## src/rtl/ffaa_pkg.sv

```systemverilog
// Shared types and constants for the first-fit arena allocator.
package ffaa_pkg;

    localparam int ARENA_BYTES_DEF  = 4096;
    localparam int HEADER_BYTES_DEF = 16;
    localparam int REQ_W            = 12;
    localparam int OFS_W            = 12;
    localparam int STAT_W           = 3;

    typedef enum logic [STAT_W-1:0] {
        ST_OK       = 3'd0,
        ST_ZERO     = 3'd1,
        ST_NOSPACE  = 3'd2,
        ST_NULL     = 3'd3,
        ST_OUTSIDE  = 3'd4,
        ST_DFREE    = 3'd5
    } status_t;

    typedef struct packed {
        status_t            status;
        logic [OFS_W-1:0]   offset;
    } result_t;

    typedef enum logic [3:0] {
        S_IDLE,
        S_A_RD,
        S_A_CHK,
        S_A_WNN,
        S_A_WCUR,
        S_A_WPREV,
        S_D_RD,
        S_D_CHK,
        S_O_RD,
        S_O_CHK,
        S_M_RDB,
        S_M_RDC,
        S_M_CALC,
        S_M_WB,
        S_M_WP,
        S_FIN
    } seq_state_t;

endpackage

```

## src/rtl/ffaa_seq.sv

```systemverilog
// Request sequencer: free-list walks, split, insertion and coalescing over the header store.
module ffaa_seq
    import ffaa_pkg::*;
#(
    parameter int ARENA_BYTES  = ARENA_BYTES_DEF,
    parameter int HEADER_BYTES = HEADER_BYTES_DEF,
    parameter int AW           = $clog2(ARENA_BYTES_DEF),
    parameter int LW           = $clog2(ARENA_BYTES_DEF) + 1
)
(
    input  logic                clk,
    input  logic                rst_n,
    input  logic                in_valid,
    output logic                in_stall,
    input  logic                mode,
    input  logic [REQ_W-1:0]    request_bytes,
    input  logic [OFS_W-1:0]    payload_offset,
    output logic                res_valid,
    output result_t             res,
    input  logic                res_take,
    output logic                wr_en,
    output logic [AW-1:0]       wr_addr,
    output logic [LW-1:0]       wr_size,
    output logic [LW-1:0]       wr_link,
    output logic                rd_en,
    output logic [AW-1:0]       rd_addr,
    input  logic [LW-1:0]       rd_size,
    input  logic [LW-1:0]       rd_link
);

    localparam int CW = ((LW > REQ_W) ? LW : REQ_W) + 2;
    localparam logic [LW-1:0] NONE    = LW'(ARENA_BYTES);
    localparam logic [CW-1:0] HDR_C   = CW'(HEADER_BYTES);
    localparam logic [CW-1:0] ARENA_C = CW'(ARENA_BYTES);

    seq_state_t         state_reg, state_next;
    logic               ready_reg, ready_next;
    logic [LW-1:0]      head_reg, head_next;
    logic               mode_reg, mode_next;
    logic [REQ_W-1:0]   req_reg, req_next;
    logic [AW-1:0]      blk_reg, blk_next;
    logic [LW-1:0]      cur_reg, cur_next;
    logic [LW-1:0]      prev_reg, prev_next;
    logic [LW-1:0]      psize_reg, psize_next;
    logic [LW-1:0]      steps_reg, steps_next;
    logic [LW-1:0]      nxt_reg, nxt_next;
    logic [LW-1:0]      olink_reg, olink_next;
    logic [LW-1:0]      nn_reg, nn_next;
    logic [LW-1:0]      nsize_reg, nsize_next;
    logic [LW-1:0]      csize_reg, csize_next;
    logic [LW-1:0]      sb_reg, sb_next;
    status_t            status_reg, status_next;
    logic [OFS_W-1:0]   gofs_reg, gofs_next;

    logic [LW-1:0]      head_eff;
    logic [CW-1:0]      sz_c, req_c, cur_c, ptr_c, merged_b, merged_p;
    logic [LW-1:0]      link_n, blink;

    function automatic logic [LW-1:0] norm(input logic [LW-1:0] v);
        return (v >= NONE) ? NONE : v;
    endfunction

    function automatic logic [CW-1:0] sat(input logic [CW-1:0] v);
        return (v > ARENA_C) ? ARENA_C : v;
    endfunction

    always_ff @(posedge clk or negedge rst_n)
    begin
        if (!rst_n)
        begin
            state_reg <= S_IDLE;
            ready_reg <= 1'b0;
            head_reg  <= NONE;
        end
        else
        begin
            state_reg <= state_next;
            ready_reg <= ready_next;
            head_reg  <= head_next;
        end
    end

    always_ff @(posedge clk)
    begin
        mode_reg   <= mode_next;
        req_reg    <= req_next;
        blk_reg    <= blk_next;
        cur_reg    <= cur_next;
        prev_reg   <= prev_next;
        psize_reg  <= psize_next;
        steps_reg  <= steps_next;
        nxt_reg    <= nxt_next;
        olink_reg  <= olink_next;
        nn_reg     <= nn_next;
        nsize_reg  <= nsize_next;
        csize_reg  <= csize_next;
        sb_reg     <= sb_next;
        status_reg <= status_next;
        gofs_reg   <= gofs_next;
    end

    always_comb
    begin
        state_next  = state_reg;
        ready_next  = ready_reg;
        head_next   = head_reg;
        mode_next   = mode_reg;
        req_next    = req_reg;
        blk_next    = blk_reg;
        cur_next    = cur_reg;
        prev_next   = prev_reg;
        psize_next  = psize_reg;
        steps_next  = steps_reg;
        nxt_next    = nxt_reg;
        olink_next  = olink_reg;
        nn_next     = nn_reg;
        nsize_next  = nsize_reg;
        csize_next  = csize_reg;
        sb_next     = sb_reg;
        status_next = status_reg;
        gofs_next   = gofs_reg;

        wr_en    = 1'b0;
        wr_addr  = cur_reg[AW-1:0];
        wr_size  = csize_reg;
        wr_link  = NONE;
        rd_en    = 1'b0;
        rd_addr  = cur_reg[AW-1:0];

        head_eff = ready_reg ? head_reg : '0;
        sz_c     = CW'(rd_size);
        req_c    = CW'(req_reg);
        cur_c    = CW'(cur_reg);
        ptr_c    = CW'(payload_offset);
        link_n   = norm(rd_link);
        merged_b = CW'(sb_reg);
        merged_p = CW'(psize_reg);
        blink    = cur_reg;

        in_stall  = (state_reg != S_IDLE);
        res_valid = (state_reg == S_FIN);
        res.status = status_reg;
        res.offset = gofs_reg;

        case (state_reg)
            S_IDLE:
            begin
                if (in_valid)
                begin
                    mode_next   = mode;
                    req_next    = request_bytes;
                    steps_next  = '0;
                    prev_next   = NONE;
                    status_next = ST_OK;
                    gofs_next   = '0;
                    cur_next    = norm(head_eff);
                    if (!ready_reg)
                    begin
                        wr_en      = 1'b1;
                        wr_addr    = '0;
                        wr_size    = LW'(ARENA_BYTES - HEADER_BYTES);
                        wr_link    = NONE;
                        ready_next = 1'b1;
                        head_next  = '0;
                    end
                    if (!mode)
                    begin
                        if (request_bytes == '0)
                        begin
                            status_next = ST_ZERO;
                            state_next  = S_FIN;
                        end
                        else
                        begin
                            state_next = S_A_RD;
                        end
                    end
                    else if (payload_offset == '0)
                    begin
                        status_next = ST_NULL;
                        state_next  = S_FIN;
                    end
                    else if (ptr_c < HDR_C || ptr_c - HDR_C >= ARENA_C)
                    begin
                        status_next = ST_OUTSIDE;
                        state_next  = S_FIN;
                    end
                    else
                    begin
                        blk_next   = AW'(ptr_c - HDR_C);
                        state_next = S_D_RD;
                    end
                end
            end

            S_A_RD:
            begin
                if (cur_reg == NONE || steps_reg == NONE)
                begin
                    status_next = ST_NOSPACE;
                    state_next  = S_FIN;
                end
                else
                begin
                    rd_en      = 1'b1;
                    steps_next = steps_reg + 1'b1;
                    state_next = S_A_CHK;
                end
            end

            S_A_CHK:
            begin
                if (sz_c >= req_c)
                begin
                    olink_next = link_n;
                    nxt_next   = link_n;
                    csize_next = rd_size;
                    nn_next    = LW'(cur_c + HDR_C + req_c);
                    nsize_next = LW'(sz_c - req_c - HDR_C);
                    gofs_next  = OFS_W'(cur_c + HDR_C);
                    state_next = S_A_WCUR;
                    if (sz_c - req_c >= HDR_C && cur_c + HDR_C + req_c < ARENA_C)
                    begin
                        nxt_next   = LW'(cur_c + HDR_C + req_c);
                        csize_next = LW'(req_reg);
                        state_next = S_A_WNN;
                    end
                end
                else
                begin
                    prev_next  = cur_reg;
                    psize_next = rd_size;
                    cur_next   = link_n;
                    state_next = S_A_RD;
                end
            end

            S_A_WNN:
            begin
                wr_en      = 1'b1;
                wr_addr    = nn_reg[AW-1:0];
                wr_size    = nsize_reg;
                wr_link    = olink_reg;
                state_next = S_A_WCUR;
            end

            S_A_WCUR:
            begin
                wr_en      = 1'b1;
                wr_addr    = cur_reg[AW-1:0];
                wr_size    = csize_reg;
                wr_link    = NONE;
                state_next = S_A_WPREV;
            end

            S_A_WPREV:
            begin
                if (prev_reg == NONE)
                begin
                    head_next = nxt_reg;
                end
                else
                begin
                    wr_en   = 1'b1;
                    wr_addr = prev_reg[AW-1:0];
                    wr_size = psize_reg;
                    wr_link = nxt_reg;
                end
                state_next = S_FIN;
            end

            S_D_RD:
            begin
                if (cur_reg == NONE || steps_reg == NONE)
                begin
                    cur_next   = norm(head_reg);
                    prev_next  = NONE;
                    steps_next = '0;
                    state_next = S_O_RD;
                end
                else if (cur_reg == LW'(blk_reg))
                begin
                    status_next = ST_DFREE;
                    state_next  = S_FIN;
                end
                else
                begin
                    rd_en      = 1'b1;
                    steps_next = steps_reg + 1'b1;
                    state_next = S_D_CHK;
                end
            end

            S_D_CHK:
            begin
                cur_next   = link_n;
                state_next = S_D_RD;
            end

            S_O_RD:
            begin
                if (cur_reg == NONE || cur_reg >= LW'(blk_reg) || steps_reg == NONE)
                begin
                    state_next = S_M_RDB;
                end
                else
                begin
                    rd_en      = 1'b1;
                    steps_next = steps_reg + 1'b1;
                    prev_next  = cur_reg;
                    state_next = S_O_CHK;
                end
            end

            S_O_CHK:
            begin
                psize_next = rd_size;
                cur_next   = link_n;
                state_next = S_O_RD;
            end

            S_M_RDB:
            begin
                rd_en      = 1'b1;
                rd_addr    = blk_reg;
                state_next = S_M_RDC;
            end

            S_M_RDC:
            begin
                sb_next    = rd_size;
                rd_en      = 1'b1;
                rd_addr    = cur_reg[AW-1:0];
                state_next = S_M_CALC;
            end

            S_M_CALC:
            begin
                if (cur_reg != NONE && CW'(blk_reg) + CW'(sb_reg) + HDR_C == cur_c)
                begin
                    merged_b = sat(CW'(sb_reg) + sz_c + HDR_C);
                    blink    = link_n;
                end
                sb_next    = LW'(merged_b);
                olink_next = blink;
                nxt_next   = LW'(blk_reg);
                if (prev_reg != NONE &&
                    CW'(prev_reg) + CW'(psize_reg) + HDR_C == CW'(blk_reg))
                begin
                    merged_p = sat(CW'(psize_reg) + merged_b + HDR_C);
                    nxt_next = blink;
                end
                psize_next = LW'(merged_p);
                state_next = S_M_WB;
            end

            S_M_WB:
            begin
                wr_en      = 1'b1;
                wr_addr    = blk_reg;
                wr_size    = sb_reg;
                wr_link    = olink_reg;
                state_next = S_M_WP;
            end

            S_M_WP:
            begin
                if (prev_reg == NONE)
                begin
                    head_next = LW'(blk_reg);
                end
                else
                begin
                    wr_en   = 1'b1;
                    wr_addr = prev_reg[AW-1:0];
                    wr_size = psize_reg;
                    wr_link = nxt_reg;
                end
                state_next = S_FIN;
            end

            S_FIN:
            begin
                if (res_take)
                begin
                    state_next = S_IDLE;
                end
            end

            default:
            begin
                state_next = S_IDLE;
            end
        endcase
    end

endmodule

```

## config.mk

```make
export PLATFORM = sky130hd
export DESIGN_NAME = ffaa_seq
export DESIGN_NICKNAME = d
export VERILOG_FILES = /design/src/rtl/ffaa_pkg.sv /design/src/rtl/ffaa_seq.sv
export SDC_FILE = /design/constraint.sdc
export NUM_CORES = 1
export LEC_CHECK = 0
export CAP_MARGIN = 30
export CORE_ASPECT_RATIO = 0.6
export CORE_MARGIN = 5
export CORE_UTILIZATION = 60
export CTS_CLUSTER_SIZE = 28
export DETAILED_ROUTE_END_ITERATION = 7
export DONT_BUFFER_PORTS = 1
export PLACE_DENSITY_LB_ADDON = 0.05
export SLEW_MARGIN = 30
export SYNTH_ARGS = -nofsm -noshare
export SYNTH_HDL_FRONTEND = slang
export SYNTH_SLANG_ARGS = --single-unit
```

## constraint.sdc

```tcl
create_clock -name clk -period 6.65 [get_ports clk]
set_input_delay 0.3325 -clock clk [delete_from_list [all_inputs] [get_ports clk]]
set_output_delay 0.3325 -clock clk [all_outputs]
set_load 0.02 [all_outputs]
```

==> metrics.md, run 1 <==
| Metric | Value |
|---|---|
| Status | `complete, no violations` |
| Clock skew | `0.01472 ns` |
| Synth cell types | `99` |
| Leakage Power | `6.407 nW` |
| #FFs+latches synth | `186` |
| CP max stage cell | `edfxtp_1` |
| CP startpoint kind | `flip-flop` |
| FF/Latch Area | `0.005497 mm²` |
| CP bufs+invs | `3` |
| Initial Utilization | `61.30%` |
| Worst R2R Path Depth | `25` |
| First-pass GRT wire length | `77.35 mm` |
| Nets | `1758` |
| CTS tree | `yes` |
| Area Growth Syn to Fin | `8.878%` |
| Clock net sink count | `186` |
| Worst EP arrival | `6.57 ns` |
| DRT Wirelength | `53.28 mm` |
| Setup Viol. Count Final | `0` |
| Critical path fanouts, max | `11` |
| DR vias | `13.06k` |
| Die height | `132.0 µm` |
| RR Startpoint | `sb_reg[1]` |
| 1st-iter DRT viols | `1961` |
| I/O pin cnt | `124` |
| # DRC | `0` |
| Relative slew slack | `27.75%` |
| CP Capture Point | `psize_reg[0]` |
| Post-Layout Inst Area | `0.01620 mm²` |
| Worst path most repeated cell | `ha_1` |
| Syn_nets | `1731` |
| Fraction of registers with async set/reset | `9.677%` |
| Largest net degree at the start of global routing | `32` |
| EDFF count, synth | `168` |
| Warnings from Yosys | `0` |
| Post-synth design cell area | `0.01488 mm²` |
| Root Driver | `clkbuf_16` |
| Die Width | `213.3 µm` |
| CP endpoint kind | `flip-flop` |
| Least-Margin Pin Slew | `1.075 ns` |
| Port Buffers | `0` |
| Sequential share of the synthesized area | `36.93%` |
| Grt total ovfl | `0` |
| Max clock buf depth | `2` |
| DR vias/cell | `6.910` |
| Die area | `0.02816 mm²` |
| Reg-to-Reg End | `psize_reg[0]` |
| Clock latency on the worst-skew pair | `0.46 ns` |
| DR WL/cell | `28.19 µm` |
| Reg clk slew, reported paths | `0.08 ns` |
| Hold Vio Cnt, Final | `0` |
| Num rows | `44` |
| Post-DP Area | `0.01536 mm²` |
| Hpwl dp | `41.56 mm` |
| Vias in the first global route | `11.73k` |
| Required time worst endpoint | `6.86 ns` |
| Total clock buffers created by CTS | `17` |
| Delay-heaviest family, CP | `compound AO/OA/AOI/OAI gates` |
| Final Cycle Share | `95.69%` |
| Detail Route Antenna Nets | `0` |
| Share of cells above drive strength 1 | `12.95%` |
| Fmax achieved | `157.1 MHz` |
| Fin crit period | `6.364 ns` |
| Crit-path max cell delay | `0.46 ns` |
| Total GRT Usage | `37.01%` |
| GP Congestion | `1.034` |
| Crit path depth | `25` |
| Syn_area_per_cell | `9.747 µm²` |
| CORE AREA | `0.02428 mm²` |
| Crit Path Category | `flip-flop to flip-flop` |
| Filler cells | `1905` |
| Crit path launch | `sb_reg[1]` |
| H-tree Lvls | `4` |
| Pwr dens | `516.5 mW/mm²` |
| Peak supply drop | `0.0003251 V` |
| Multi-input logic area | `0.008845 mm²` |
| Flop2flop setup slack | `0.29 ns` |
| Tightest Hold Check Type | `input port to flip-flop` |
| Mapped Cells | `1527` |
| Antenna violations before repair | `3` |
| Max-Cap Viols | `0` |
| Hold_ws | `0.03837 ns` |
| Top_reg_cell synth | `edfxtp_1` |
| First-pass DRT Iterations | `6` |
| Pins over their slew limit | `0` |
[per-layer routing]
layer  track usage, %  wire length [µm]  vias up
met2            44.61             19620      991
met5                0                13        -
li1                 -                 -     5779
met3            20.17              9472       92
met1            57.37             23320     6196
met4            7.166               855        2
[Yosys cell counts (9+ instances only)]
master,count,area [µm²]
nand2_1,178,668.1
a22o_1,12,105.1
a221o_1,14,140.1
and3_1,11,68.82
mux2i_1,17,170.2
edfxtp_1,168,5045
a21oi_1,59,295.3
nand3_1,42,210.2
o21a_1,13,97.59
xor2_1,40,350.3
a31oi_1,12,75.07
inv_1,79,296.5
nor2b_1,25,156.4
ha_1,143,1789
a211oi_2,12,150.1
a22oi_1,17,127.6
nor2_1,94,352.8
nand4_1,11,68.82
a221oi_2,9,135.1
mux2_2,29,326.6
nor3_1,39,195.2
a222oi_1,18,180.2
nand2b_1,22,137.6
a21o_1,16,120.1
o21ai_0,89,445.4
clkbuf_1,46,172.7
nor4_1,25,156.4
dfrtp_1,17,425.4
xnor2_1,62,543.0
a21bo_2,11,110.1
and2_1,23,143.9
a211oi_1,12,90.09
[worst min path at each step]
stage,from,endpoint,cells past startpoint
3_3_place_gp,rst_n,head_reg[8],0
5_1_grt,payload_offset[4],blk_reg[4],1
6_report,payload_offset[4],blk_reg[4],1
3_5_place_dp,rst_n,head_reg[10],0
2_1_floorplan,rst_n,head_reg[0],0
4_1_cts,payload_offset[4],blk_reg[4],1
[timing repair]
action                                  CTS  global route
endpoints found under the setup margin    0            13
endpoints found under the hold margin    34            17
resized for setup                         0             9
hold buffers                             17             1
buffers inserted                          0            10
[cell families (layout without fill, tap and decap cells)]
group | count (synthesis) | in the layout | share of synthesized area, %
AND/OR/NAND/NOR | 516 | 516 | 17.20
AO/OA/AOI/OAI | 378 | 378 | 19.24
flip-flops | 186 | 186 | 36.93
adder cells (fa/ha/maj) | 149 | 149 | 12.83
buffers and inverters | 146 | 186 | 4.212
XOR/XNOR | 102 | 102 | 6.003
multiplexers | 49 | 49 | 3.564
other | 1 | 2 | 0.02520
[through the flow]
step	utilization [%]	total power [mW]	setup TNS [ns]	setup slack, ns	instances
after CTS	66.24	8.088	0	0.09891	1878
after floorplan	-	5.571	0	0.6622	1527
final	66.74	8.369	0	0.2865	1890
after detailed placement	63.26	7.052	0	0.1222	1829
after global routing	66.73	8.746	-0.2949	-0.07995	1889
after global placement	63.20	6.993	0	0.1931	1829
[layout by cell type (no fill, tap or decap), types with 18 or more instances in the layout]
| cell | Yosys | routed |
|---|---|---|
| nand2_1 | 178 | 178 |
| edfxtp_1 | 168 | 168 |
| ha_1 | 143 | 142 |
| nor2_1 | 94 | 91 |
| o21ai_0 | 89 | 89 |
| inv_1 | 79 | 79 |
| xnor2_1 | 62 | 62 |
| a21oi_1 | 59 | 58 |
| buf_4 | 2 | 55 |
| nand3_1 | 42 | 42 |
| xor2_1 | 40 | 40 |
| nor3_1 | 39 | 36 |
| mux2_2 | 29 | 29 |
| nor2b_1 | 25 | 24 |
| nor4_1 | 25 | 23 |
| nand2b_1 | 22 | 22 |
| and2_1 | 23 | 22 |
| a222oi_1 | 18 | 18 |
[report_power, final]
part	total, mW	switching, mW	internal [mW]
clock	1.00	0.509	0.495
sequential	2.27	0.429	1.84
combinational	5.10	3.38	1.72
total	8.37	4.32	4.05
[worst register-to-register path, stage by stage, from the launching register on]
cell	delay, ns
edfxtp_1	0.46
ha_1	0.31
ha_2	0.21
inv_1	0.07
fa_2	0.44
a21oi_1	0.15
o211ai_1	0.09
nor4_1	0.28
nand4_1	0.12
nor4_1	0.37
o2111a_2	0.34
buf_8	0.17
mux2_2	0.36
ha_1	0.18
ha_1	0.21
fa_2	0.38
a21o_1	0.18
a21oi_2	0.16
o21ai_0	0.12
o41ai_2	0.41
o211ai_1	0.22
and4_1	0.25
o31a_1	0.30
buf_4	0.17
nand3_1	0.07
nand2_1	0.06
[layout make-up]
class / count / area share (%)
Antenna cell: 1 / 0.01544
Clock buffer: 18 / 2.648
Clock inverter: 14 / 0.7721
Inverter: 80 / 1.853
Multi-Input combinational cell: 1195 / 54.58
Sequential cell: 186 / 33.92
Tap cell: 322 / 2.486
Timing Repair Buffer: 74 / 3.722
No activity file was read; power rests on OpenSTA's default activity.
==> run 2, diff against run 1 <==
--- a/config.mk
+++ b/config.mk
@@ -5,6 +5,7 @@
 export SDC_FILE = /design/constraint.sdc
 export NUM_CORES = 1
 export LEC_CHECK = 0
+export ABC_AREA = 1
 export CAP_MARGIN = 30
 export CORE_ASPECT_RATIO = 0.6
 export CORE_MARGIN = 5
==> constraint.sdc (replaced) <==
create_clock -name clk -period 5.9 [get_ports clk]
set_input_delay 0.295 -clock clk [delete_from_list [all_inputs] [get_ports clk]]
set_output_delay 0.295 -clock clk [all_outputs]
set_load 0.02 [all_outputs]
==> metrics.md, run 2 <==
| Metric | Value |
|---|---|
| Status | `finished, violations left` |
| Violated checks | `DRC` |
| CP startpoint kind | `flip-flop` |
| Fraction of registers with async set/reset | `9.677% (unchanged)` |
| Most frequent cell after synthesis | `nand2_1` |
| Syn_area_per_cell | `7.301 µm² (-25%)` |
| NetSw | `6.073 mW (+41%)` |
| Synth cell types | `55 (-44%)` |
| H-tree Lvls | `4 (unchanged)` |
| Share of cells above drive strength 1 | `5.016% (-7.9 points)` |
| Leakage Power | `8.260 nW (+29%)` |
| Die height | `136.7 µm (+3.5%)` |
| Gate power share | `63.9% (+3.0 points)` |
| Detail Route Antenna Nets | `0 (unchanged)` |
| Final setup margin | `0.2078 ns (-0.07869 ns)` |
| Port Buffers | `0 (unchanged)` |
| Worst EP arrival | `5.91 ns (-0.66 ns)` |
| XOR/XNOR Fraction of Synth Area | `3.906% (-2.1 points)` |
| Crit-path max cell delay | `0.53 ns (+0.07 ns)` |
| Clock skew | `0.01876 ns (+0.004037 ns)` |
| Cell taking the most area after synthesis | `edfxtp_1` |
| Clock latency on the worst-skew pair | `0.46 ns (about the same)` |
| Hpwl dp | `48.41 mm (+16%)` |
| Compound-Gate Fraction of Synth Area | `10.67% (-8.6 points)` |
| Largest family of logic cells by synthesized area | `simple AND/OR/NAND/NOR gates` |
| Crit Path Category | `flip-flop to flip-flop` |
| Final Non-Filler Cells | `2594 (+37%)` |
| Largest net degree at the start of global routing | `45 (+41%)` |
| Final Cycle Share | `96.48% (+0.79 points)` |
| Antenna violations before repair | `4 (+1)` |
| Sw Ratio | `55.99% (+4.4 points)` |
| CP max stage cell | `edfxtp_1` |
| Root Driver | `clkbuf_16` |
| Top_reg_cell synth | `edfxtp_1` |
| Syn_nets | `2402 (+39%)` |
| Reg clk slew, reported paths | `0.08 ns (about the same)` |
| Int Power | `4.773 mW (+18%)` |
| Top cell type's share of synthesized area | `31.44% (-2.5 points)` |
| Simple-gate share of the synthesized area | `30.05% (+13 points)` |
| Mapped Cells | `2198 (+44%)` |
| CORE AREA | `0.02636 mm² (+8.6%)` |
| Sequential share of the synthesized area | `34.25% (-2.7 points)` |
| Peak supply drop | `0.0003060 V (-5.9%)` |
| Most frequent cells in the layout | `645 x nand2_1, 324 x inv_1, 200 x nor2_1, 168 x edfxtp_1, 148 x nand3_1` |
| CTS tree | `yes` |
| Total power draw | `10.85 mW (+30%)` |
| Critical path fanouts, max | `12 (+1)` |
| Worst path most repeated cell | `nand2_1` |
| Post-synth design cell area | `0.01605 mm² (+7.8%)` |
| Pins over their slew limit | `0 (unchanged)` |
| Least-Margin Pin Slew | `1.070 ns (-0.004434 ns)` |
| Num rows | `46 (+4.5%)` |
| Clock net sink count | `186 (unchanged)` |
| Max clock buf depth | `2 (unchanged)` |
| Required time worst endpoint | `6.12 ns (-0.74 ns)` |
| Nets | `2424 (+38%)` |
| Synth cell count leaders | `648 x nand2_1, 324 x inv_1, 203 x nor2_1` |
| DR WL/cell | `23.41 µm (-17%)` |
| Fmax achieved | `175.7 MHz (+12%)` |
| Initial Utilization | `60.88% (-0.42 points)` |
| First-pass GRT wire length | `89.36 mm (+16%)` |
| GP Congestion | `1.135 (+9.9%)` |
| Die Width | `221.1 µm (+3.7%)` |
| Pwr dens | `624.4 mW/mm² (+21%)` |
| Fin util | `65.89% (-0.85 points)` |
| I/O pin cnt | `124 (unchanged)` |
| Reg power frac | `25.1% (-2.0 points)` |
| Warnings from Yosys | `0 (unchanged)` |
| Total clock buffers created by CTS | `17 (unchanged)` |
| Vias in the first global route | `14.58k (+24%)` |
| Die area | `0.03022 mm² (+7.3%)` |
| First-pass DRT Iterations | `8 (+2)` |
| Clk network pwr share | `11.0% (-1.0 points)` |
| Dpl ws | `0.2011 ns (+0.07890 ns)` |
| 1st-iter DRT viols | `2771 (+41%)` |
| Commonest non-fill, non-tap cell in the layout | `nand2_1` |
| Max-Cap Viols | `0 (unchanged)` |
| # DRC | `15 (+15)` |
| CP endpoint kind | `flip-flop` |
| Setup Viol. Count Final | `0 (unchanged)` |
| EDFF count, synth | `168 (unchanged)` |
| DR vias | `16.15k (+24%)` |
| Hold_ws | `0.02790 ns (-0.01047 ns)` |
| Tightest Hold Check Type | `input port to flip-flop` |
| Area Growth Syn to Fin | `8.234%` |
| Area contributors post-synth | `edfxtp_1 31%, nand2_1 15%, ha_1 11%` |
| Adder-Cell Fraction of Synth Area | `11.90% (-0.93 points)` |
| DRT Wirelength | `60.73 mm (+14%)` |
| #FFs+latches synth | `186 (unchanged)` |
| DR vias/cell | `6.227 (-9.9%)` |
| Mux cell area share after synthesis | `0% (-3.6 points)` |
| Relative slew slack | `28.40% (+0.64 points)` |
| Inst Count DP | `2543 (+39%)` |
| Hold Vio Cnt, Final | `0 (unchanged)` |
| Total GRT Usage | `39.50% (+2.5 points)` |
| Fin crit period | `5.692 ns (-0.6713 ns)` |
| Grt total ovfl | `0 (unchanged)` |
[run 2: metal layers]
metal  up-vias  wire (µm)  share of wire [%]  global-route usage (%)
li1       7348          -                  -                       -
met1      7342      25000                 41                   57.72
met2      1297      22070                 36                   51.11
met3       161      11720                 19                   19.38
met4         4       1925                3.2                   11.02
met5         -         23              0.038                       0
[run 2: kinds of logic (layout without fill, tap and decap cells)]
family,after synthesis,count (layout)
adder cells (fa/ha/maj),149,149
XOR/XNOR,70,70
AND/OR/NAND/NOR,1137,1137
flip-flops,186,186
AO/OA/AOI/OAI,273,273
other,1,2
buffers and inverters,382,417
[run 2: layout make-up]
cell class,count,area [µm²]
repair buffers,53,452.9
fillers,2315,8991
diodes,1,2.502
multi-input cells,1630,9141
clock inverters,11,138.9
clock buffers,21,440.4
well taps,360,450.4
flip-flops and latches,186,5497
inverters,332,1246
[run 2: worst paths after layout]
| kind | start | end | slack, ns | cells after the start |
|---|---|---|---|---|
| setup / recovery | blk_reg[3] | psize_reg[7] | 0.21 | 33 |
| setup reg to reg | blk_reg[3] | psize_reg[7] | 0.21 | 33 |
| max in group asynchronous | rst_n | head_reg[12] | 5.31 | 2 |
| min in group asynchronous | rst_n | head_reg[5] | 0.34 | 2 |
| hold / removal | rd_size[8] | csize_reg[8] | 0.03 | 2 |
| hold reg to reg | head_reg[12] | head_reg[12] | 0.53 | 2 |
[run 2: power groups by stage]
stage                     registers [mW]  clock network [mW]  logic [mW]
final                               2.73                1.19        6.93
after global routing                2.73                1.25        7.45
after global placement              2.70                   0        6.38
after floorplan                     2.43                   0        4.75
after detailed placement            2.70                   0        6.50
after CTS                           2.68                1.19        6.56
[run 2: per-stage QoR]
stage	area (µm²)	setup TNS, ns
after floorplan	16050	0
final	17370	0
after global routing	17370	-0.1871
after global placement	16550	0
after detailed placement	16570	0
after CTS	17340	0
[run 2: critical path, delay by kind of cell (launching register included)]
| kind | cells | cell delay (ns) |
|---|---|---|
| buffers and inverters | 2 | 0.32 |
| AO/OA/AOI/OAI | 1 | 0.09 |
| flip-flops | 1 | 0.53 |
| adder cells (fa/ha/maj) | 5 | 1.71 |
| AND/OR/NAND/NOR | 25 | 2.78 |
[run 2: repair_timing]
action                                  4_1_cts  5_1_grt
resized for setup                             0        8
hold endpoints to repair                     34        0
endpoints found under the setup margin        0       11
setup buffers                                 0        0
hold buffers                                 18        0
